[src/qske_pkg.sv]
// ----------------------------------------------------------------------------
// Quintic spline kernel evaluator: shared definitions
// Field widths, register indexes, term selector codes, limits and the item
// types of the request and response channels.
// ----------------------------------------------------------------------------
package qske_pkg;

   // Default number of fraction bits used inside the term datapath.
   localparam int FRAC_BITS_DEFAULT = 16;

   // Fixed field widths.
   localparam int OP_W       = 2;
   localparam int DIST_W     = 32;
   localparam int RH_W       = 32;
   localparam int FACTOR_W   = 48;
   localparam int RESULT_W   = 48;
   localparam int CSR_IDX_W  = 2;
   localparam int CSR_DATA_W = 48;

   // Register indexes of the configuration port.
   localparam logic [CSR_IDX_W-1:0] CSR_RECIPROCAL_H     = 2'd0;
   localparam logic [CSR_IDX_W-1:0] CSR_VALUE_FACTOR     = 2'd1;
   localparam logic [CSR_IDX_W-1:0] CSR_GRADIENT_FACTOR  = 2'd2;
   localparam logic [CSR_IDX_W-1:0] CSR_LAPLACIAN_FACTOR = 2'd3;

   // Reset value of one over smoothing length (1.0 in Q16.16).
   localparam logic [RH_W-1:0] RECIPROCAL_H_RESET = 32'h0001_0000;

   // Term selector codes.
   localparam logic [OP_W-1:0] OP_VALUE     = 2'd0;
   localparam logic [OP_W-1:0] OP_GRADIENT  = 2'd1;
   localparam logic [OP_W-1:0] OP_LAPLACIAN = 2'd2;
   localparam logic [OP_W-1:0] OP_UNUSED    = 2'd3;

   // Saturation limits of the Q24.24 result, as raw bit patterns.
   localparam logic [RESULT_W-1:0] RESULT_POS_LIMIT = 48'h7FFF_FFFF_FFFF;
   localparam logic [RESULT_W-1:0] RESULT_NEG_LIMIT = 48'h8000_0000_0000;

   // Request item.
   typedef struct packed {
      logic [OP_W-1:0]   op;
      logic [DIST_W-1:0] distance;
   } req_type;

   // Response item.
   typedef struct packed {
      logic signed [RESULT_W-1:0] kernel_result;
      logic                       saturated;
   } rsp_type;

   // Control that travels with an item through the term pipeline.
   typedef struct packed {
      logic [OP_W-1:0] op;
      logic            zero;   // result is forced to zero
   } term_ctrl_type;

endpackage

[src/qske_front.sv]
// ----------------------------------------------------------------------------
// Quintic spline kernel evaluator: front end
// Two stages: the exact distance times reciprocal product, then the scaled
// radius s and the three bases (3-s), (2-s) and (1-s).
// ----------------------------------------------------------------------------
module qske_front
   import qske_pkg::*;
#(
   parameter int FRAC_BITS = FRAC_BITS_DEFAULT,
   localparam int XW = FRAC_BITS + 2
) (
   input  logic          clock,
   input  logic          reset,
   input  logic          in_valid,
   output logic          in_ready,
   input  req_type       in_item,
   input  logic [RH_W-1:0] reciprocal_h,
   output logic          out_valid,
   input  logic          out_ready,
   output term_ctrl_type out_ctrl,
   output logic [XW-1:0] out_a,
   output logic [XW-1:0] out_b,
   output logic [XW-1:0] out_c
);

   localparam int PROD_W = DIST_W + RH_W;
   localparam logic [XW-1:0] ONE_X   = XW'(1) << FRAC_BITS;
   localparam logic [XW-1:0] TWO_X   = XW'(2) << FRAC_BITS;
   localparam logic [XW-1:0] THREE_X = XW'(3) << FRAC_BITS;

   logic              v1_ff, v2_ff;
   logic              en1, en2;
   logic [OP_W-1:0]   op1_ff;
   logic [PROD_W-1:0] prod_ff;
   logic [PROD_W-1:0] prod_in;
   logic [33:0]       s3;
   logic [XW-1:0]     s;
   term_ctrl_type     ctrl_in, ctrl_ff;
   logic [XW-1:0]     a_in, b_in, c_in;
   logic [XW-1:0]     a_ff, b_ff, c_ff;

   // A stage takes a new item when it is empty or its content moves on.
   assign en2      = !v2_ff || out_ready;
   assign en1      = !v1_ff || en2;
   assign in_ready = en1;

   // Stage one: exact Q32.32 product.
   assign prod_in = PROD_W'(in_item.distance) * PROD_W'(reciprocal_h);

   always_ff @(posedge clock) begin
      if (reset) begin
         v1_ff <= 1'b0;
      end else if (en1) begin
         v1_ff <= in_valid;
      end
   end

   always_ff @(posedge clock) begin
      if (en1) begin
         op1_ff  <= in_item.op;
         prod_ff <= prod_in;
      end
   end

   // Stage two: s = 3 * product, truncated, and the bases of the three terms.
   always_comb begin
      s3 = {2'b00, prod_ff[31:0]} + {1'b0, prod_ff[31:0], 1'b0};
      s  = s3[33 -: XW];
      ctrl_in.op   = op1_ff;
      ctrl_in.zero = (prod_ff[PROD_W-1:32] != '0) || (op1_ff == OP_UNUSED);
      a_in = THREE_X - s;
      b_in = (s < TWO_X) ? (TWO_X - s) : '0;
      c_in = (s < ONE_X) ? (ONE_X - s) : '0;
   end

   always_ff @(posedge clock) begin
      if (reset) begin
         v2_ff <= 1'b0;
      end else if (en2) begin
         v2_ff <= v1_ff;
      end
   end

   always_ff @(posedge clock) begin
      if (en2) begin
         ctrl_ff <= ctrl_in;
         a_ff    <= a_in;
         b_ff    <= b_in;
         c_ff    <= c_in;
      end
   end

   assign out_valid = v2_ff;
   assign out_ctrl  = ctrl_ff;
   assign out_a     = a_ff;
   assign out_b     = b_ff;
   assign out_c     = c_ff;

endmodule

[config.mk]
export PLATFORM = sky130hd
export DESIGN_NAME = qske_front
export DESIGN_NICKNAME = d
export VERILOG_FILES = /design/src/qske_pkg.sv /design/src/qske_front.sv
export SDC_FILE = /design/constraint.sdc
export NUM_CORES = 2
export LEC_CHECK = 0
export ABC_AREA = 1
export BUFFER_PORTS_ARGS = -buffer_cell sky130_fd_sc_hd__buf_2
export CAP_MARGIN = 20
export CORE_MARGIN = 5
export CORE_UTILIZATION = 45
export DETAILED_ROUTE_END_ITERATION = 6
export SLEW_MARGIN = 20
export SYNTH_ARGS = -nofsm -noshare
export SYNTH_HDL_FRONTEND = slang
export SYNTH_SLANG_ARGS = --single-unit
[constraint.sdc]
create_clock -name clock -period 12 [get_ports clock]
set_input_delay 0.6 -clock clock [delete_from_list [all_inputs] [get_ports clock]]
set_output_delay 0.6 -clock clock [all_outputs]
set_load 0.01 [all_outputs]
Word level (Yosys, flattened, before mapping)
Cells that the tools add are included.
{"block": "op_classes", "add_sub_neg": 4, "eq_ne": 1, "n_reduce_logical": 6, "magnitude_cmp": 2, "mul": 1}
{"operator": "32-bit by 32-bit multiplier with 64-bit output", "n": 1}
{"operator": "18-bit subtractor, first input constant", "n": 2}
{"operator": "32-bit by 33-bit adder with 34-bit output", "n": 1}
{"operator": "32-bit nonzero test", "n": 1}
{"operator": "18-bit by 17-bit < comparator with 1-bit output, second input constant", "n": 1}
{"operator": "18-bit < comparator, second input constant", "n": 1}
{"operator": "17-bit by 18-bit subtractor with 18-bit output, first input constant", "n": 1}
{"operator": "1-bit logical OR", "n": 3}
{"operator": "2-bit equality test, second input constant", "n": 1}
{"operator": "1-bit logical NOT", "n": 2}
{"block": "totals", "out_inout_bits": 59, "wordCells": 23, "regBits": 125, "input_bits": 70}

Depth between registers and ports, before layout
{"block": "depth", "word_depth": 3, "depth_mapped": 32, "depth_no_buf": 31}

Worst setup path after synthesis
OpenSTA, ideal clock, no wires.
{"block": "synth_path", "kind": "input-to-reg", "start": "input port in_item[16] (netlist bit)", "end": "register prod_ff[58], data pin", "t_arrival_ps": 6451, "setup_ps": 252, "path_buffers": 1, "path_stages": 26, "path_slack_ps": 5297, "path_cell_list": "clkbuf_1 nand2_1 inv_1 fa_1 fa_1 inv_1 fa_1 fa_1 inv_1 fa_1 fa_1 fa_1 fa_1 ha_1 nand2_1 nor2_1 inv_1 nor3_1 inv_1 nor3_1 nand3_1 nand3_1 a21o_1 nand2_1 nand3_1 nand2_1"}
{"block": "synth_via", "elab_chain_cells": 1}
{"item": "start, declared", "line": "qske_front.sv:16", "rtl": "input req_type in_item,"}
{"item": "32-bit by 32-bit multiplier with 64-bit output", "line": "qske_front.sv:48", "rtl": "assign prod_in = PROD_W'(in_item.distance) * PROD_W'(reciprocal_h);"}
{"item": "net prod_in[58]", "line": "qske_front.sv:35", "rtl": "logic [PROD_W-1:0] prod_in;"}
{"item": "end signal, assigned", "line": "qske_front.sv:61", "rtl": "prod_ff <= prod_in;"}
{"item": "end, declared", "line": "qske_front.sv:34", "rtl": "logic [PROD_W-1:0] prod_ff;"}
The timed path passes the listed nets, and every way through them passes these cells.
A chain may end at the register's enable or synchronous reset.

Final worst setup path
{"block": "layout_path", "start": "input port in_item[9] (netlist bit)", "end": "register prod_ff[52], data pin"}
The elaborated chain is that of the path after synthesis.

==> qor.yml <==
drv_slew: 0
cp_common_cell: "fa_1"
synth_edf_count: 123
synth_warnings: 0
ys_async_sr_fraction_pct: 0
numCtsBuffers: 17
cts_tree: "built"
worstHoldPathType: "in2reg"
wire_per_inst_um: 18.0
r2r_cells: 13
die_w_um: 314
synth_flop_cell: "edfxtp_1"
synth.distinct_cells: 42
clock-sinks: 125
met3_usage_pct: 1.83
grt_max_degree: 69
r2r_end: "out_c[2]"
grt_pass1_vias: 33800
pin_count: 129
grt_overflow: 0
setup_tns_ns: 0
path_cells: "buf_2 > nand2_1 > fa_1 > inv_1 > fa_1 > fa_1 > fa_1 > fa_1 > fa_1 > fa_1 > inv_1 > fa_1 > inv_1 > ha_1 > nand2_1 > nor2_1 > inv_1 > nor4_1 > nand4_1 > nand3_1 > a21oi_1 > xnor2_1"
die_height_um: 314
use_met2_pct: 42.4
ys_ff_latch: 125
fin_util_pct: 47.5
final.min_clock_period_ns: 7.86
vias_per_cell: 4.90
antenna_found_initial: 0
critPathCaptureType: "register"
drc: 0
busiest_layer: "met2"
synth_common_cells: "1722 x inv_1, 1453 x nand2_1, 896 x fa_1, 296 x ha_1, 192 x clkbuf_1"
root_buffer: "clkbuf_16"
fin_area_um2: 43500
synthesis.area_um2: 41500
vias: 31700
yosys-top-cells-area: "fa_1 43%, inv_1 16%, nand2_1 13%, ha_1 8.9%, edfxtp_1 8.9%"
crit_type: "in2reg"
rows: 111
post_cts_buffers: 0
grt_setup_unrepaired: "no"
maxSlewHeadroom_pct: 31.1
yosys.area.top_type: "fa_1"
synthesis.nets: 6566
worstMarginPinSlew_ns: 1.03
critPathRequiredTime_ns: 12.18
grt_usage_pct: 24.2
cts_hold_buf: 0
grtUsageMet1_pct: 30.6
cp_slowest_cell: "buf_2"
skew_ns: 0.00755
hpwl_um: 93400
cts_resized: 0
drv_cap: 0
hold_path_end: "out_valid"
cpPeakStageDelay_ns: 0.72
max_freq_ghz: 0.127
finalHoldViolations: 0
finalNetCount: 6525
ff2ff_setup_slack_ns: 8.67
io_buffer_count: 128
totalWireLength_um: 116000
core_area_um2: 91500
r2r-start: "prod_ff[23]"
min_period_over_period_pct: 65.5
syn_area_per_cell_um2: 7.82
routabilityCongestion: 0.920
start_util_pct: 45.3
synth.most_common_cell: "inv_1"
min_from: "reset"
placed_area_um2: 42900
diodes: 0
outcome: "finished clean"
clk_path_buf_depth: 2
dieArea_um2: 98300
critPathLaunchType: "input port"
areaGrowthSynthToFinish_pct: 4.94
syn_inst: 5304
synth_top_area_share_pct: 43.3
h-tree-depth: 4
min_delay_path_depth: 2
ys_seq_area_share_pct: 9.00
dr.pass1.iters: 5
critical_path_arrival_ns: 8.04
grt_pass1_wl_um: 186000
clk_latency_ns: 0.43
finalSetupViolCount: 0
path_clk_slew_ns: 0.06
critical_path.max_fanout: 32
final_antenna_net_count: 0
drive_gt1_share_pct: 4.34
first_iter_violations: 2071
==> metal layers <==
layer / vias to the layer above / share of wire (%) / wire [um]
met3: 264 / 4.5 / 5270
met4: 0 / 6.0 / 6960
met5: - / 0 / 0
li1: 14800 / - / -
met1: 15700 / 39 / 45600
met2: 963 / 50 / 58400
==> cell usage in the layout, fill, tap and decap left out, types with 13 or more instances in the layout <==
cell type	n
buf_2	128
fa_1	896
xor2_1	48
nor2_1	171
nand2_1	1452
xnor2_1	21
nand2_2	26
nor2_2	14
a21oi_1	95
ha_1	296
edfxtp_1	123
nor3_1	13
clkbuf_16	17
a31oi_1	22
inv_1	1722
nand3_1	65
o21ai_0	48
==> logic make-up (layout without fill, tap and decap cells) <==
logic type	count (synthesis)	after routing	share of synthesized area, %
DFF	125	125	9.00
and+or+nand+nor	1792	1792	17.2
buffers and inverters	1924	1896	17.4
xor gates and xnor gates	70	70	1.50
other	1	1	0.00904
AOI/OAI and AO/OA	200	200	2.69
adders and majority gates	1192	1192	52.2
==> layout make-up <==
type	count	area (um^2)
inverter	1729	6490
timing repair buffer	135	713
tap	1186	1480
fill	9055	48000
clock inverter	14	143
clock buffer	18	429
sequential	125	3730
multi-input combinational	3255	30500
==> state kept, by name, indices dropped and copies added (netlist names) <==
| register | flops |
|---|---|
| out_c | 18 |
| v1_ff | 1 |
| out_valid | 1 |
| op1_ff | 2 |
| out_ctrl | 3 |
| out_b | 18 |
| prod_ff | 64 |
| out_a | 18 |
==> stage by stage <==
step | cells | worst slack (ns) | hold WS, ns
6_report | 6462 | 4.14 | 0.342
5_1_grt | 6462 | 3.96 | 0.317
4_1_cts | 6461 | 4.26 | 0.312
3_5_place_dp | 6429 | 3.82 | 0.450
3_3_place_gp | 6429 | 3.80 | 0.438
2_1_floorplan | 5304 | 5.30 | 0.424
==> critical path, delay by kind of cell <==
family	cells	cell delay (ns)
AOI/OAI and AO/OA	1	0.11
xor gates and xnor gates	1	0.14
adders and majority gates	9	4.44
buffers and inverters	5	0.98
and+or+nand+nor	6	1.72
==> worst max-delay path by stage <==
| stage | from | endpoint | slack [ns] | cells past startpoint |
|---|---|---|---|---|
| 4_1_cts | reciprocal_h[23] | prod_ff[52] | 4.26 | 22 |
| 3_5_place_dp | reciprocal_h[23] | prod_ff[52] | 3.82 | 22 |
| 6_report | in_item[9] | prod_ff[52] | 4.14 | 22 |
| 2_1_floorplan | in_item[16] | prod_ff[58] | 5.30 | 26 |
| 5_1_grt | reciprocal_h[18] | prod_ff[60] | 3.96 | 23 |
| 3_3_place_gp | reciprocal_h[18] | prod_ff[60] | 3.80 | 23 |
Power is not shown: default switching activity piles up to over one toggle a cycle in this logic, so the estimate is an artifact.
