==> src/qske_pkg.sv <==
// ----------------------------------------------------------------------------
// Quintic spline kernel evaluator: shared definitions
// Field widths, register indexes, term selector codes, limits and the item
// types of the request and response channels.
// ----------------------------------------------------------------------------
package qske_pkg;

   // Default number of fraction bits used inside the term datapath.
   localparam int FRAC_BITS_DEFAULT = 16;

   // Fixed field widths.
   localparam int OP_W       = 2;
   localparam int DIST_W     = 32;
   localparam int RH_W       = 32;
   localparam int FACTOR_W   = 48;
   localparam int RESULT_W   = 48;
   localparam int CSR_IDX_W  = 2;
   localparam int CSR_DATA_W = 48;

   // Register indexes of the configuration port.
   localparam logic [CSR_IDX_W-1:0] CSR_RECIPROCAL_H     = 2'd0;
   localparam logic [CSR_IDX_W-1:0] CSR_VALUE_FACTOR     = 2'd1;
   localparam logic [CSR_IDX_W-1:0] CSR_GRADIENT_FACTOR  = 2'd2;
   localparam logic [CSR_IDX_W-1:0] CSR_LAPLACIAN_FACTOR = 2'd3;

   // Reset value of one over smoothing length (1.0 in Q16.16).
   localparam logic [RH_W-1:0] RECIPROCAL_H_RESET = 32'h0001_0000;

   // Term selector codes.
   localparam logic [OP_W-1:0] OP_VALUE     = 2'd0;
   localparam logic [OP_W-1:0] OP_GRADIENT  = 2'd1;
   localparam logic [OP_W-1:0] OP_LAPLACIAN = 2'd2;
   localparam logic [OP_W-1:0] OP_UNUSED    = 2'd3;

   // Saturation limits of the Q24.24 result, as raw bit patterns.
   localparam logic [RESULT_W-1:0] RESULT_POS_LIMIT = 48'h7FFF_FFFF_FFFF;
   localparam logic [RESULT_W-1:0] RESULT_NEG_LIMIT = 48'h8000_0000_0000;

   // Request item.
   typedef struct packed {
      logic [OP_W-1:0]   op;
      logic [DIST_W-1:0] distance;
   } req_type;

   // Response item.
   typedef struct packed {
      logic signed [RESULT_W-1:0] kernel_result;
      logic                       saturated;
   } rsp_type;

   // Control that travels with an item through the term pipeline.
   typedef struct packed {
      logic [OP_W-1:0] op;
      logic            zero;   // result is forced to zero
   } term_ctrl_type;

endpackage

==> src/qske_power_stage.sv <==
// ----------------------------------------------------------------------------
// Quintic spline kernel evaluator: power stage
// One step of the power chain for the three bases at once. Step STEP raises
// each running power by one degree when the selected term needs it, and
// otherwise passes the running power through.
// ----------------------------------------------------------------------------
module qske_power_stage
   import qske_pkg::*;
#(
   parameter int FRAC_BITS = FRAC_BITS_DEFAULT,
   parameter int STEP = 1,
   localparam int XW = FRAC_BITS + 2,
   localparam int PW = FRAC_BITS + 8
) (
   input  logic          clock,
   input  logic          reset,
   input  logic          in_valid,
   output logic          in_ready,
   input  term_ctrl_type in_ctrl,
   input  logic [XW-1:0] in_base_a,
   input  logic [XW-1:0] in_base_b,
   input  logic [XW-1:0] in_base_c,
   input  logic [PW-1:0] in_acc_a,
   input  logic [PW-1:0] in_acc_b,
   input  logic [PW-1:0] in_acc_c,
   output logic          out_valid,
   input  logic          out_ready,
   output term_ctrl_type out_ctrl,
   output logic [XW-1:0] out_base_a,
   output logic [XW-1:0] out_base_b,
   output logic [XW-1:0] out_base_c,
   output logic [PW-1:0] out_acc_a,
   output logic [PW-1:0] out_acc_b,
   output logic [PW-1:0] out_acc_c
);

   localparam int MUL_W = PW + XW;

   logic          v_ff, en;
   logic          do_mul;
   logic [MUL_W-1:0] mul_a, mul_b, mul_c;
   logic [PW-1:0] acc_a_in, acc_b_in, acc_c_in;
   logic [PW-1:0] acc_a_ff, acc_b_ff, acc_c_ff;
   logic [XW-1:0] base_a_ff, base_b_ff, base_c_ff;
   term_ctrl_type ctrl_ff;

   assign en       = !v_ff || out_ready;
   assign in_ready = en;

   // The value term is a fifth power, the derivative a fourth, the Laplacian a cube.
   always_comb begin
      case (in_ctrl.op)
         OP_VALUE:     do_mul = (STEP < 5);
         OP_GRADIENT:  do_mul = (STEP < 4);
         OP_LAPLACIAN: do_mul = (STEP < 3);
         default:      do_mul = 1'b0;
      endcase
   end

   // Multiply and truncate back to the working fraction width.
   always_comb begin
      mul_a = MUL_W'(in_acc_a) * MUL_W'(in_base_a);
      mul_b = MUL_W'(in_acc_b) * MUL_W'(in_base_b);
      mul_c = MUL_W'(in_acc_c) * MUL_W'(in_base_c);
      acc_a_in = do_mul ? mul_a[FRAC_BITS +: PW] : in_acc_a;
      acc_b_in = do_mul ? mul_b[FRAC_BITS +: PW] : in_acc_b;
      acc_c_in = do_mul ? mul_c[FRAC_BITS +: PW] : in_acc_c;
   end

   always_ff @(posedge clock) begin
      if (reset) begin
         v_ff <= 1'b0;
      end else if (en) begin
         v_ff <= in_valid;
      end
   end

   always_ff @(posedge clock) begin
      if (en) begin
         ctrl_ff   <= in_ctrl;
         base_a_ff <= in_base_a;
         base_b_ff <= in_base_b;
         base_c_ff <= in_base_c;
         acc_a_ff  <= acc_a_in;
         acc_b_ff  <= acc_b_in;
         acc_c_ff  <= acc_c_in;
      end
   end

   assign out_valid  = v_ff;
   assign out_ctrl   = ctrl_ff;
   assign out_base_a = base_a_ff;
   assign out_base_b = base_b_ff;
   assign out_base_c = base_c_ff;
   assign out_acc_a  = acc_a_ff;
   assign out_acc_b  = acc_b_ff;
   assign out_acc_c  = acc_c_ff;

endmodule

==> config.mk <==
export PLATFORM = sky130hd
export DESIGN_NAME = qske_power_stage
export DESIGN_NICKNAME = d
export VERILOG_FILES = /design/src/qske_pkg.sv /design/src/qske_power_stage.sv
export SDC_FILE = /design/constraint.sdc
export NUM_CORES = 2
export LEC_CHECK = 0
export BUFFER_PORTS_ARGS = -buffer_cell sky130_fd_sc_hd__buf_2
export CELL_PAD_IN_SITES_DETAIL_PLACEMENT = 1
export CELL_PAD_IN_SITES_GLOBAL_PLACEMENT = 1
export CORE_ASPECT_RATIO = 2
export CORE_UTILIZATION = 42
export DETAILED_ROUTE_END_ITERATION = 10
export PLACE_DENSITY = 0.71
export SETUP_SLACK_MARGIN = 0.5
export SLEW_MARGIN = 0
export SYNTH_ARGS = -nofsm -noshare
export SYNTH_HDL_FRONTEND = slang
export SYNTH_SLANG_ARGS = --single-unit
export TNS_END_PERCENT = 20
==> constraint.sdc <==
create_clock -name clock -period 11.4 [get_ports clock]
set_clock_uncertainty 0.2 [all_clocks]
set_input_delay 3.42 -clock clock [delete_from_list [all_inputs] [get_ports clock]]
set_output_delay 3.42 -clock clock [all_outputs]
set_load 0.05 [all_outputs]
After elaboration in Yosys (flattened, before gate mapping)
Index checks and enable logic that the tools add are counted.
{ "op_classes": {"n_mul": 3, "n_eq_ne": 2, "muxes": 4, "reduce_logical": 4} }
{ "op_table": {"columns": ["cell", "count"], "rows": [
  ["multiplier 24 x 18 -> 40 bit", 3],
  ["2-to-1 mux 24 bit", 3],
  ["OR reduction 3 bit", 1],
  ["equality test 2 x 1 -> 1 bit, second input constant", 1],
  ["equality test 2 bit, second input constant", 1],
  ["zero test 2 bit", 1],
  ["zero test 1 bit", 1],
  ["logical OR 1 bit", 1],
  ["2-to-1 mux 1 bit", 1]
]} }
{ "word_totals": {"regBits": 130, "in_bits": 133, "output_inout_bits": 131, "wordCells": 22} }

Logic depth before layout (Yosys ltp)
{ "logic_depth": {"ltp_word": 4, "depth_mapped": 24, "mapped_depth_nobuf": 22} }

Least setup slack after synthesis
No wires, ideal clock.
{ "synth_timing": {"path_kind": "input to output", "from": "in out_ready", "to": "out in_ready", "arrival_time_ns": 6.900, "setup_slack_ns": 0.880, "path_stages": 1, "path_buffers": 0, "path_cell_list": "nand2b_1"} }
{ "synth_via": {"elab_chain_cells": 1} }
{ "synth_lines": {"columns": ["item", "line", "source"], "rows": [
  ["from (decl)", "qske_power_stage.sv:27", "input logic out_ready,"],
  ["logical OR 1 bit", "qske_power_stage.sv:47", "assign en = !v_ff || out_ready;"],
  ["to (decl)", "qske_power_stage.sv:18", "output logic in_ready,"]
]} }
Every way passes these cells.

Final worst setup path
{ "layout_timing": {"from": "in in_base_c[3]", "to": "reg acc_c_ff[21], in the netlist out_acc_c[21] (data pin)"} }
{ "layout_via": {"elab_chain_cells": 2} }
{ "layout_lines": {"columns": ["item", "line", "source"], "rows": [
  ["from (decl)", "qske_power_stage.sv:22", "input logic [XW-1:0] in_base_c,"],
  ["multiplier 24 x 18 -> 40 bit", "qske_power_stage.sv:64", "mul_c = MUL_W'(in_acc_c) * MUL_W'(in_base_c);"],
  ["2-to-1 mux 24 bit", "qske_power_stage.sv:67", "acc_c_in = do_mul ? mul_c[FRAC_BITS +: PW] : in_acc_c;"],
  ["net acc_c_in[21]", "qske_power_stage.sv:42", "logic [PW-1:0] acc_a_in, acc_b_in, acc_c_in;"],
  ["to (signal assigned)", "qske_power_stage.sv:86", "acc_c_ff <= acc_c_in;"],
  ["to (decl)", "qske_power_stage.sv:43", "logic [PW-1:0] acc_a_ff, acc_b_ff, acc_c_ff;"]
]} }
The timed path passes the listed nets, and every way through them passes these cells.
A chain may end at the register's enable or synchronous reset.

==> impl_metrics.ini <==
[synthesis]
synthMuxAreaShare_pct = 0.0900
synth-simple-area-share_pct = 16.0
synth_edf_count = 129
synth_nets = 6475
synth_cells = 4989
syn_area_per_cell_um2 = 8.91
synth-main-ff-cell = edfxtp_1
synth_compound_area_share_pct = 4.68
netlist-cell-type-count = 68
synth_adder_area_share_pct = 55.7
yosysSeqAreaShare_pct = 8.76
ys_ff_latch = 130
syn-cell-area_um2 = 44500
synth-xor-area-share_pct = 1.50
synthArstFlopShare_pct = 0
synth_top_family_by_area = adder cells
yosys_warnings = 0

[worst_hold_path]
hp-class = reg -> reg
hold_path_depth = 2

[run_status]
status = finished clean

[worst_setup_path]
r2r_setup_slack_ns = 8.99
crit_type = in -> reg
r2r-start = out_valid$_SDFFE_PP0P_
worstReg2RegEnd = out_acc_c[18]$_DFFE_PP_
cp.arrival_ns = 10.46
start_kind = input pin
end_kind = flip-flop
critPathRequiredTime_ns = 11.49
rr_worst_depth = 3
critPathMaxFanout = 25
crit_path_end = out_acc_c[21]$_DFFE_PP_
cp-startpoint = in_base_c[3]

[global_routing]
grt_pass1_wl_mm = 239
grt_pass1_vias = 40800
grt_max_degree = 62
antenna_found_initial = 13
overflow = 0
grt_use_total_pct = 30.8

[sta]
rsz0062_at_grt = false
fmax_ghz = 0.0964
fin_crit_sh_pct = 91.0
tns_ns = 0
tightestPinTransition_ns = 1.05
finalSetupViolations = 0
post-route-min-period_ns = 10.38
slew_viol_final = 0
slew-limit-headroom_pct = 29.3
hold_violations = 0

[cells_and_area]
seq_area_um2 = 3890
drive_gt1_share_pct = 6.77
multi_input_area_um2 = 34700
fill_cells = 12300
area_growth_pct = 6.53
nets = 6525

[routing]
vias = 34500
drt_iter0_markers = 1415
ant_nets = 0
wire_per_inst_um = 24.5
first_pass_iters = 5
drt-total-wl_mm = 157
drc = 0
viasPerCell = 5.38

[place]
dp_hpwl_mm = 124
io_buffers = 263
gp_congestion = 0.957

[clocking]
cts_resized = 0
cts_sinks = 130
cts_setup_buffers = 0
cts_tree = yes
cts_buffers = 17
hold_buffers = 0
insertion_delay_ns = 0.57
cts_buffer_depth = 2
path_clk_slew_ns = 0.10
cts-root-buf = clkbuf_16
htreeDepth = 4

[floorplanning]
start_util_pct = 42.4
core-area_um2 = 105000
ios = 264
rows = 168
die_h_um = 462
die-area_um2 = 107000
die_width_um = 232

[job]
max-cap-violations = 0
## cell usage after synthesis (3+ instances only)
cell type,n,share of area (%)
inv_1,1308,11
fa_1,1047,47
nand2_1,930,7.8
and2_1,432,6.1
ha_1,306,8.6
clkbuf_1,250,2.1
edfxtp_1,129,8.7
a21oi_1,121,1.4
nor2_1,80,0.68
xnor2_1,51,1.0
o21ai_0,49,0.55
a21o_1,48,0.81
xor2_1,25,0.49
and3_1,23,0.32
nand3_1,17,0.19
nor3_1,14,0.16
o31ai_1,13,0.22
a211oi_1,11,0.19
buf_1,11,0.093
nand4_1,11,0.15
o21a_1,11,0.19
o21bai_1,8,0.14
and4_1,6,0.12
nand2b_1,6,0.084
nand3b_1,5,0.084
a211o_1,4,0.079
a31oi_1,4,0.056
mux2i_1,4,0.090
o211ai_1,4,0.068
o22ai_1,4,0.056
a221oi_1,3,0.059
a41oi_1,3,0.059
nor4_1,3,0.042
or2_2,3,0.042
or3_1,3,0.042
## state kept, by name, indices dropped and copies added (netlist names)
signal / flops
out_acc_c: 24
out_base_a: 18
out_base_c: 18
out_base_b: 18
out_acc_a: 24
out_valid: 1
out_acc_b: 24
out_ctrl: 3
## critical path: stages
cell	delay (ns)
buf_2	0.52
nand2_1	0.18
fa_1	0.56
inv_1	0.06
fa_1	0.53
inv_1	0.05
fa_1	0.48
fa_1	0.59
fa_1	0.44
fa_1	0.49
inv_1	0.05
ha_1	0.48
nand3_1	0.39
a21oi_1	0.62
o21ai_0	0.27
a311oi_1	0.55
o31ai_1	0.27
o21ai_0	0.27
xnor2_1	0.14
a21oi_1	0.08
## per-layer routing
layer	GRT usage, %	up-vias	share of wire [%]	wire length [um]
met3	4.91	554	4.8	7500
met1	28.4	18300	31	48900
met2	59.2	1137	55	87300
li1	-	14500	-	-
met4	23.7	10	8.7	13600
met5	0	-	0.040	63
## cell type report
cell class	count	area share, %
sequential	130	8.22
antenna	4	0.0211
clock inverter	15	0.417
timing repair buffer	292	3.24
multi-input combinational	3290	73.3
clock buffer	17	0.898
tap	1360	3.59
inverter	1308	10.4
## stage by stage
| step | std cells | util (%) | hold WS (ns) | instance area (um2) | worst slack, ns |
|---|---|---|---|---|---|
| floorplan | 4989 | - | 3.29 | 44500 | 0.880 |
| global placement | 6380 | 44.6 | 0.522 | 46700 | 0.692 |
| detailed placement | 6380 | 44.6 | 0.521 | 46700 | 0.655 |
| CTS | 6412 | 45.2 | 0.536 | 47400 | 1.21 |
| global route | 6412 | 45.2 | 0.545 | 47400 | 0.898 |
| finish | 6416 | 45.2 | 0.550 | 47400 | 1.02 |
## how the worst min path moves through the flow
stage / end / startpoint / slack [ns]
after floorplan: out_valid$_SDFFE_PP0P_ / reset / 3.29
after global placement: out_valid$_SDFFE_PP0P_ / out_valid$_SDFFE_PP0P_ / 0.52
after detailed placement: out_valid$_SDFFE_PP0P_ / out_valid$_SDFFE_PP0P_ / 0.52
after CTS: out_valid$_SDFFE_PP0P_ / out_valid$_SDFFE_PP0P_ / 0.54
after global routing: out_valid$_SDFFE_PP0P_ / out_valid$_SDFFE_PP0P_ / 0.54
final: out_valid$_SDFFE_PP0P_ / out_valid$_SDFFE_PP0P_ / 0.55
## kinds of logic (layout without fill, tap and decap cells)
family                     count (synthesis)  in the layout
AOI/OAI and AO/OA                        316            316
xor gates and xnor gates                  76             76
adders and majority gates               1353           1353
buffers and inverters                   1569           1632
DFF                                      130            130
muxes                                      4              4
other                                      0              4
and+or+nand+nor                         1541           1541
## placed cells by master (no fill, tap or decap), types with 29 or more instances in the layout
| cell | count |
|---|---|
| a21o_1 | 48 |
| a21oi_1 | 121 |
| and2_1 | 431 |
| buf_2 | 263 |
| buf_4 | 29 |
| edfxtp_1 | 129 |
| fa_1 | 1047 |
| ha_1 | 306 |
| inv_1 | 1308 |
| nand2_1 | 929 |
| nor2_1 | 80 |
| o21ai_0 | 49 |
| xnor2_1 | 51 |
Power is not shown: default switching activity piles up to over one toggle a cycle in this logic, so the estimate is an artifact.
