**config.mk**
```make
export PLATFORM = sky130hd
export DESIGN_NAME = qske_scale
export DESIGN_NICKNAME = d
export VERILOG_FILES = /design/src/qske_pkg.sv /design/src/qske_scale.sv
export SDC_FILE = /design/constraint.sdc
export NUM_CORES = 2
export LEC_CHECK = 0
export ABC_CLOCK_PERIOD_IN_PS = 7750
export BUFFER_PORTS_ARGS = -buffer_cell sky130_fd_sc_hd__buf_2
export CAP_MARGIN = 30
export CORE_AREA = 2 2 357 359
export CTS_CLUSTER_DIAMETER = 150
export CTS_CLUSTER_SIZE = 14
export DETAILED_ROUTE_END_ITERATION = 12
export DIE_AREA = 0 0 359 361
export PLACE_DENSITY_LB_ADDON = 0.15
export SYNTH_ARGS = -nofsm -noshare
export SYNTH_HDL_FRONTEND = slang
export SYNTH_SLANG_ARGS = --single-unit
```
**constraint.sdc**
```tcl
create_clock -name clock -period 7.75 [get_ports clock]
set_clock_uncertainty 0.15 [all_clocks]
set_input_delay 0.775 -clock clock [delete_from_list [all_inputs] [get_ports clock]]
set_output_delay 0.775 -clock clock [all_outputs]
set_load 0.01 [all_outputs]
```
**src/qske_pkg.sv**
```systemverilog
// ----------------------------------------------------------------------------
// Quintic spline kernel evaluator: shared definitions
// Field widths, register indexes, term selector codes, limits and the item
// types of the request and response channels.
// ----------------------------------------------------------------------------
package qske_pkg;

   // Default number of fraction bits used inside the term datapath.
   localparam int FRAC_BITS_DEFAULT = 16;

   // Fixed field widths.
   localparam int OP_W       = 2;
   localparam int DIST_W     = 32;
   localparam int RH_W       = 32;
   localparam int FACTOR_W   = 48;
   localparam int RESULT_W   = 48;
   localparam int CSR_IDX_W  = 2;
   localparam int CSR_DATA_W = 48;

   // Register indexes of the configuration port.
   localparam logic [CSR_IDX_W-1:0] CSR_RECIPROCAL_H     = 2'd0;
   localparam logic [CSR_IDX_W-1:0] CSR_VALUE_FACTOR     = 2'd1;
   localparam logic [CSR_IDX_W-1:0] CSR_GRADIENT_FACTOR  = 2'd2;
   localparam logic [CSR_IDX_W-1:0] CSR_LAPLACIAN_FACTOR = 2'd3;

   // Reset value of one over smoothing length (1.0 in Q16.16).
   localparam logic [RH_W-1:0] RECIPROCAL_H_RESET = 32'h0001_0000;

   // Term selector codes.
   localparam logic [OP_W-1:0] OP_VALUE     = 2'd0;
   localparam logic [OP_W-1:0] OP_GRADIENT  = 2'd1;
   localparam logic [OP_W-1:0] OP_LAPLACIAN = 2'd2;
   localparam logic [OP_W-1:0] OP_UNUSED    = 2'd3;

   // Saturation limits of the Q24.24 result, as raw bit patterns.
   localparam logic [RESULT_W-1:0] RESULT_POS_LIMIT = 48'h7FFF_FFFF_FFFF;
   localparam logic [RESULT_W-1:0] RESULT_NEG_LIMIT = 48'h8000_0000_0000;

   // Request item.
   typedef struct packed {
      logic [OP_W-1:0]   op;
      logic [DIST_W-1:0] distance;
   } req_type;

   // Response item.
   typedef struct packed {
      logic signed [RESULT_W-1:0] kernel_result;
      logic                       saturated;
   } rsp_type;

   // Control that travels with an item through the term pipeline.
   typedef struct packed {
      logic [OP_W-1:0] op;
      logic            zero;   // result is forced to zero
   } term_ctrl_type;

endpackage

```
**src/qske_scale.sv**
```systemverilog
// ----------------------------------------------------------------------------
// Quintic spline kernel evaluator: back end
// Five stages: weighted sum and magnitude, high factor product, low factor
// product, recombination, then saturation and sign restoration.
// ----------------------------------------------------------------------------
module qske_scale
   import qske_pkg::*;
#(
   parameter int FRAC_BITS = FRAC_BITS_DEFAULT,
   localparam int PW = FRAC_BITS + 8
) (
   input  logic                clock,
   input  logic                reset,
   input  logic                in_valid,
   output logic                in_ready,
   input  term_ctrl_type       in_ctrl,
   input  logic [PW-1:0]       in_pow_a,
   input  logic [PW-1:0]       in_pow_b,
   input  logic [PW-1:0]       in_pow_c,
   input  logic [FACTOR_W-1:0] value_factor,
   input  logic [FACTOR_W-1:0] gradient_factor,
   input  logic [FACTOR_W-1:0] laplacian_factor,
   output logic                out_valid,
   input  logic                out_ready,
   output rsp_type             out_item
);

   localparam int NSTAGE = 5;
   localparam int SUMW   = FRAC_BITS + 11;
   localparam int MW     = FRAC_BITS + 10;
   localparam int HALF_W = FACTOR_W / 2;
   localparam int BIGW   = MW + HALF_W;
   localparam int LOWW   = BIGW - FRAC_BITS;
   localparam int SH     = HALF_W - FRAC_BITS;
   localparam int BSH_W  = RESULT_W - 1;

   logic [NSTAGE-1:0] v_ff, en;

   logic signed [SUMW-1:0] ea, eb, ec, sum;
   logic [SUMW-1:0]        mag;
   logic [FACTOR_W-1:0]    factor_in;

   logic                zero_a_ff, neg_a_ff;
   logic [MW-1:0]       m_a_ff;
   logic [FACTOR_W-1:0] factor_a_ff;

   logic                zero_b_ff, neg_b_ff;
   logic [MW-1:0]       m_b_ff;
   logic [HALF_W-1:0]   lo_b_ff;
   logic [BIGW-1:0]     big_b_ff;

   logic                zero_c_ff, neg_c_ff, ovf_c_ff;
   logic [BSH_W-1:0]    bsh_c_ff;
   logic [LOWW-1:0]     low_c_ff;
   logic [BIGW-1:0]     low_prod;

   logic                zero_d_ff, neg_d_ff, ovf_d_ff;
   logic [RESULT_W-1:0] r_d_ff;

   logic [RESULT_W-1:0] mag_e;
   rsp_type             rsp_in, rsp_ff;

   // Backward enable chain: a stage moves when it is empty or the next moves.
   always_comb begin
      en[NSTAGE-1] = !v_ff[NSTAGE-1] || out_ready;
      for (int i = NSTAGE - 2; i >= 0; i--) begin
         en[i] = !v_ff[i] || en[i+1];
      end
   end
   assign in_ready = en[0];

   always_ff @(posedge clock) begin
      if (reset) begin
         v_ff <= '0;
      end else begin
         if (en[0]) begin
            v_ff[0] <= in_valid;
         end
         for (int i = 1; i < NSTAGE; i++) begin
            if (en[i]) begin
               v_ff[i] <= v_ff[i-1];
            end
         end
      end
   end

   // Stage A: a^n - 6 b^n + 15 c^n, its sign and magnitude, and the factor.
   always_comb begin
      ea  = $signed(SUMW'(in_pow_a));
      eb  = $signed(SUMW'(in_pow_b));
      ec  = $signed(SUMW'(in_pow_c));
      sum = ea - (eb <<< 2) - (eb <<< 1) + (ec <<< 4) - ec;
      mag = sum[SUMW-1] ? $unsigned(-sum) : $unsigned(sum);
      case (in_ctrl.op)
         OP_VALUE:     factor_in = value_factor;
         OP_GRADIENT:  factor_in = gradient_factor;
         OP_LAPLACIAN: factor_in = laplacian_factor;
         default:      factor_in = '0;
      endcase
   end

   always_ff @(posedge clock) begin
      if (en[0]) begin
         zero_a_ff   <= in_ctrl.zero;
         neg_a_ff    <= sum[SUMW-1];
         m_a_ff      <= mag[MW-1:0];
         factor_a_ff <= factor_in;
      end
   end

   // Stage B: magnitude times the upper half of the factor.
   always_ff @(posedge clock) begin
      if (en[1]) begin
         zero_b_ff <= zero_a_ff;
         neg_b_ff  <= neg_a_ff;
         m_b_ff    <= m_a_ff;
         lo_b_ff   <= factor_a_ff[HALF_W-1:0];
         big_b_ff  <= BIGW'(m_a_ff) * BIGW'(factor_a_ff[FACTOR_W-1:HALF_W]);
      end
   end

   // Stage C: magnitude times the lower half; overflow test on the upper product.
   assign low_prod = BIGW'(m_b_ff) * BIGW'(lo_b_ff);

   always_ff @(posedge clock) begin
      if (en[2]) begin
         zero_c_ff <= zero_b_ff;
         neg_c_ff  <= neg_b_ff;
         ovf_c_ff  <= (big_b_ff[BIGW-1:FRAC_BITS+23] != '0);
         bsh_c_ff  <= BSH_W'(big_b_ff[FRAC_BITS+22:0]) << SH;
         low_c_ff  <= low_prod[BIGW-1:FRAC_BITS];
      end
   end

   // Stage D: recombine the two partial products.
   always_ff @(posedge clock) begin
      if (en[3]) begin
         zero_d_ff <= zero_c_ff;
         neg_d_ff  <= neg_c_ff;
         ovf_d_ff  <= ovf_c_ff;
         r_d_ff    <= RESULT_W'(bsh_c_ff) + RESULT_W'(low_c_ff);
      end
   end

   // Stage E: clip to the signed range and restore the sign.
   always_comb begin
      mag_e  = r_d_ff;
      rsp_in.saturated = 1'b0;
      if (!neg_d_ff) begin
         if (ovf_d_ff || (r_d_ff > RESULT_POS_LIMIT)) begin
            mag_e = RESULT_POS_LIMIT;
            rsp_in.saturated = 1'b1;
         end
         rsp_in.kernel_result = $signed(mag_e);
      end else begin
         if (ovf_d_ff || (r_d_ff > RESULT_NEG_LIMIT)) begin
            mag_e = RESULT_NEG_LIMIT;
            rsp_in.saturated = 1'b1;
         end
         rsp_in.kernel_result = $signed(RESULT_W'(0) - mag_e);
      end
      if (zero_d_ff) begin
         rsp_in.kernel_result = '0;
         rsp_in.saturated     = 1'b0;
      end
   end

   always_ff @(posedge clock) begin
      if (en[4]) begin
         rsp_ff <= rsp_in;
      end
   end

   assign out_valid = v_ff[NSTAGE-1];
   assign out_item  = rsp_ff;

endmodule

```
After elaboration in Yosys (flattened, before gate mapping) --
Cells that the tools add are included.
Word-level totals: bits in registers 359, bits in latches 0, bits in writable memories 0, ROM bits 0, bits of input ports 223, output and inout bits 51, logic and storage cells 60, memories 0
Operators by class: add/sub/neg operators 7, $mul 2, divide/modulo/power cells 0, order comparisons 2, equality and inequality tests 2, shift-type cells 0, muxes and demuxes 8, bitwise gates (word level) 0, reductions and logical operators 14
Operators with widths (number):
- $mux 48 | 3
- $pmux 48 s3 | 1
- $mul 26x24->50 | 2
- $mux 49 | 1
- $add 47x34->48 | 1
- $gt 48x47->1 const B | 1
- $gt 48x48->1 const B | 1
- $sub 1x48->48 const A | 1
- $add 27x27->27 | 1
- $sub 24x26->27 | 1
- $sub 27x25->27 | 1
- $sub 27x26->27 | 1
- $mux 26 | 1
- $neg 26->26 | 1
- $reduce_bool 11->1 | 1
- $logic_or 1x1->1 | 7
- $logic_not 1->1 | 5
- $eq 2x1->1 const B | 1
- $eq 2x2->1 const B | 1
- $logic_not 2->1 | 1
- $mux 1 | 2

Logic depth before layout (Yosys ltp) --
word-level depth 6, depth in mapped cells 29, gate-level depth less buffers 26

Worst setup path before layout --
No wires, ideal clock.
kind flip-flop to flip-flop, start register factor_a_ff[27], end register big_b_ff[47] (data pin), setup time 260 ps, arrival 7384 ps, setup slack -44 ps, stages on the path, launching flop included 29, path buffers 2, period minus slack after synthesis 7794 ps, cells stage by stage edfxtp_1 > clkbuf_1 > clkbuf_1 > nand2_1 > fa_1 > inv_1 > fa_1 > inv_1 > fa_1 > inv_1 > fa_1 > inv_1 > fa_1 > inv_1 > fa_1 > inv_1 > fa_1 > inv_1 > ha_1 > a21oi_1 > o21ai_0 > a222oi_1 > o31ai_1 > a31oi_1 > a21oi_1 > a221o_1 > a221o_1 > a221oi_2 > xnor2_1
On the way: word-level cells in the longest chain between the ends 1
Ends and longest elaborated chain:
- from (decl) | line qske_scale.sv:45 | logic [FACTOR_W-1:0] factor_a_ff;
- from (signal assigned) | line qske_scale.sv:107 | factor_a_ff <= factor_in;
- $mul 26x24->50 | line qske_scale.sv:118 | big_b_ff <= BIGW'(m_a_ff) * BIGW'(factor_a_ff[FACTOR_W-1:HALF_W]);
- to (signal assigned) | line qske_scale.sv:118
- to (decl) | line qske_scale.sv:50 | logic [BIGW-1:0] big_b_ff;
Every way passes these cells. A chain may end at the register's enable or synchronous reset.

Worst setup path in the final report --
start register m_a_ff[9], end register big_b_ff[47] (data pin)
On the way: word-level cells in the longest chain between the ends 1
Ends and longest elaborated chain:
- from (decl) | line qske_scale.sv:44 | logic [MW-1:0] m_a_ff;
- from (signal assigned) | line qske_scale.sv:106 | m_a_ff <= mag[MW-1:0];
- $mul 26x24->50 | line qske_scale.sv:118
Every way passes these cells.

==> impl_metrics.toml <==
[worst_setup_path]
crit_chain = "buf_12 -> and2_1 -> fa_1 -> inv_1 -> fa_1 -> inv_1 -> fa_1 -> fa_1 -> fa_1 -> fa_1 -> inv_1 -> fa_1 -> inv_1 -> ha_1 -> and2_1 -> a311oi_2 -> o31ai_2 -> a31oi_2 -> a21oi_2 -> a221o_1 -> a221o_1 -> a221oi_2 -> xnor2_1"
critPathCaptureType = "flip-flop"
path_class = "flip-flop to flip-flop"
cpMaxStageDelayCell = "fa_1"
ff2ff_path_depth = 23
required_ns = 7.97
cp_max_fo = 6
worstSetupPathDepth = 23
r2r-end = "big_b_ff[47]$_DFFE_PP_"
crit_path_start_kind = "flip-flop"
arrival_ns = 7.79
r2r-start = "m_a_ff[9]$_DFFE_PP_"
critPathBufInv = 5
crit_top_cell = "fa_1"
slowest_delay_ns = 0.60
path_delay_family = "adder cells"
reg2reg_slack_ns = 0.17

[logic_synthesis]
avgSynthCellArea_sq_um = 9.70
synth-simple-area-share_pct = 15.1
synth_compound_area_share_pct = 6.65
async_flop_share_pct = 0
yosysSeqAreaShare_pct = 18.3
synthCells = 6062
synthAdderAreaFrac_pct = 46.8
ys.flop_type = "edfxtp_1"
synth-warning-count = 0
ys_seq_elements = 359
synth_top_family_by_area = "adder cells"
synth_fp_nets = 7814
ys_types = 84
yosys.area_share.xor_xnor_pct = 2.35
synth-edff-count = 354
synthesis.area_sq_um = 58800
synth.mux.area_fraction_pct = 0.851

[sta]
drv_slew = 0
rsz0062_at_grt = "true"
period_needed_ns = 7.58
finalHoldViolations = 0
max_freq_mhz = 132
totalNegativeSetupSlack_ns = 0
min_period_over_period_pct = 97.8
worst_pin_slew_ns = 1.07
slew-limit-headroom_pct = 28.6
finalSetupViolCount = 0

[global_route]
grt_pass1_vias = 44200
grt_start_max_net_pins = 77
grt_usage_pct = 24.0
grt_pass1_wl_um = 246000
overflow = 0
antenna_found_initial = 1

[cells_and_area]
layout-drive-gt1-share_pct = 11.3
syn2layout_area_growth_pct = 11.5
nNetsFinal = 8187
layout_commonest_cell = "inv_1"
mostFrequentLayoutCells = "inv_1, fa_1, nand2_1, and2_1, ha_1"
post-route-cell-area_sq_um = 65500
num-fill-cells = 11500

[detailed_routing]
drc = 0
wl_per_cell_um = 19.0
dr_total_vias = 42100
vias_per_cell = 5.20
drtAntennaViolNets = 0
first_iter_violations = 2755
wl_um = 154000
dr.pass1.iters = 5

[worst_hold_path]
min_to = "zero_a_ff$_DFFE_PP_"
min_from = "in_ctrl[0]"
hp-class = "input pin to flip-flop"
whs_path_depth = 1

[clock_tree]
clkTransAtPathRegs_ns = 0.07
hold_buffers = 0
cts_buffers = 31
cts.sinks = 359
clk_latency_ns = 0.67
cts_tree = "built"
htreeDepth = 1
root_buffer = "clkbuf_16"
clk_path_buf_depth = 3

[placement]
gp_congestion = 0.911
port_buffers = 273
place_area_sq_um = 63900
hpwl_um = 127000

[job]
cap_violations = 0

[floorplan]
num_io_pins = 274
coreArea_sq_um = 125000
die_h_um = 361
die_area_sq_um = 130000
start_util_pct = 46.9
die_w_um = 359
num_rows = 130

[outcome]
status = "complete, no violations"
==> cells in the mapped netlist (14+ instances only) <==
cell type / count / area [sq um]
or2_2: 14 / 87.6
nand3_1: 31 / 155
a21o_1: 67 / 503
nor2_1: 149 / 559
a31oi_1: 14 / 87.6
and2_1: 637 / 3990
a211oi_1: 39 / 293
nor3_1: 49 / 245
fa_1: 1118 / 22400
o31ai_1: 19 / 143
nand2b_1: 20 / 125
nor4_1: 14 / 87.6
and3_1: 14 / 87.6
ha_1: 411 / 5140
o21a_1: 19 / 143
o21bai_1: 19 / 143
nor2b_1: 18 / 113
xor2_1: 51 / 447
xnor2_1: 107 / 937
nand4_1: 22 / 138
inv_1: 1283 / 4820
mux2i_1: 50 / 500
nand2_1: 782 / 2940
o21ai_0: 164 / 821
edfxtp_1: 354 / 10600
a21oi_1: 168 / 841
clkbuf_1: 254 / 953
==> cell families (layout without fill, tap and decap cells) <==
family / count (synthesis) / in the layout
multiplexers: 50 / 50
AO/OA/AOI/OAI: 619 / 619
other: 0 / 1
adder cells (fa/ha/maj): 1529 / 1529
flip-flops: 359 / 359
buffers and inverters: 1552 / 1944
XOR/XNOR: 158 / 158
AND/OR/NAND/NOR: 1795 / 1795
==> flip-flops by register name, indices dropped and copies added (netlist names), 26 cells and up <==
name         flops
low_c_ff        34
m_a_ff          26
m_b_ff          26
factor_a_ff     48
out_item        49
r_d_ff          48
bsh_c_ff        39
big_b_ff        50
==> how the worst max path moves through the flow <==
| stage | start | to | slack [ns] |
|---|---|---|---|
| CTS | m_a_ff[17]$_DFFE_PP_ | big_b_ff[47]$_DFFE_PP_ | 0.002 |
| floorplan | factor_a_ff[29]$_DFFE_PP_ | big_b_ff[47]$_DFFE_PP_ | 0.05 |
| finish | m_a_ff[9]$_DFFE_PP_ | big_b_ff[47]$_DFFE_PP_ | 0.17 |
| global route | factor_a_ff[37]$_DFFE_PP_ | big_b_ff[49]$_DFFE_PP_ | -0.06 |
| detailed placement | m_a_ff[2]$_DFFE_PP_ | big_b_ff[47]$_DFFE_PP_ | -0.05 |
| global placement | m_a_ff[20]$_DFFE_PP_ | big_b_ff[49]$_DFFE_PP_ | 0.03 |
==> per-layer routing <==
| layer | track usage [%] | share of wire, % | vias up |
|---|---|---|---|
| li1 | - | - | 19400 |
| met2 | 40.2 | 48 | 1101 |
| met5 | 0 | 0 | - |
| met3 | 2.98 | 5.8 | 158 |
| met1 | 33.9 | 45 | 21500 |
| met4 | 4.10 | 1.9 | 0 |
==> metrics by stage <==
step / setup slack (ns) / hold slack (ns) / instances / utilization (%)
after detailed placement: -0.0537 / 0.255 / 8010 / 50.9
after floorplan: 0.0520 / 0.250 / 6062 / -
after global placement: 0.0338 / 0.252 / 8008 / 50.9
final: 0.174 / 0.172 / 8105 / 52.3
after global routing: -0.0641 / 0.148 / 8104 / 52.3
after CTS: 0.00204 / 0.129 / 8070 / 51.7
==> cell type report <==
class                      count  area [sq um]  share of cell area [%]
timing repair buffer         608          4570                    6.97
inverter                    1284          4820                    7.35
clock buffer                  46           832                    1.27
antenna                        1          2.50                 0.00382
multi-input combinational   4151         42500                    64.8
clock inverter                 6          66.3                   0.101
sequential                   359         10700                    16.4
tap                         1650          2060                    3.15
==> timing repair <==
action / 4_1_cts / 5_1_grt
resized for setup: 3 / 77
pin swaps: 1 / 27
setup endpoints to repair: 4 / 21
cloned: 0 / 3
setup buffers: 8 / 29
Power is left out: the tool's default activity adds up to more than one toggle a clock period on the data nets, which glitch-free logic cannot reach.
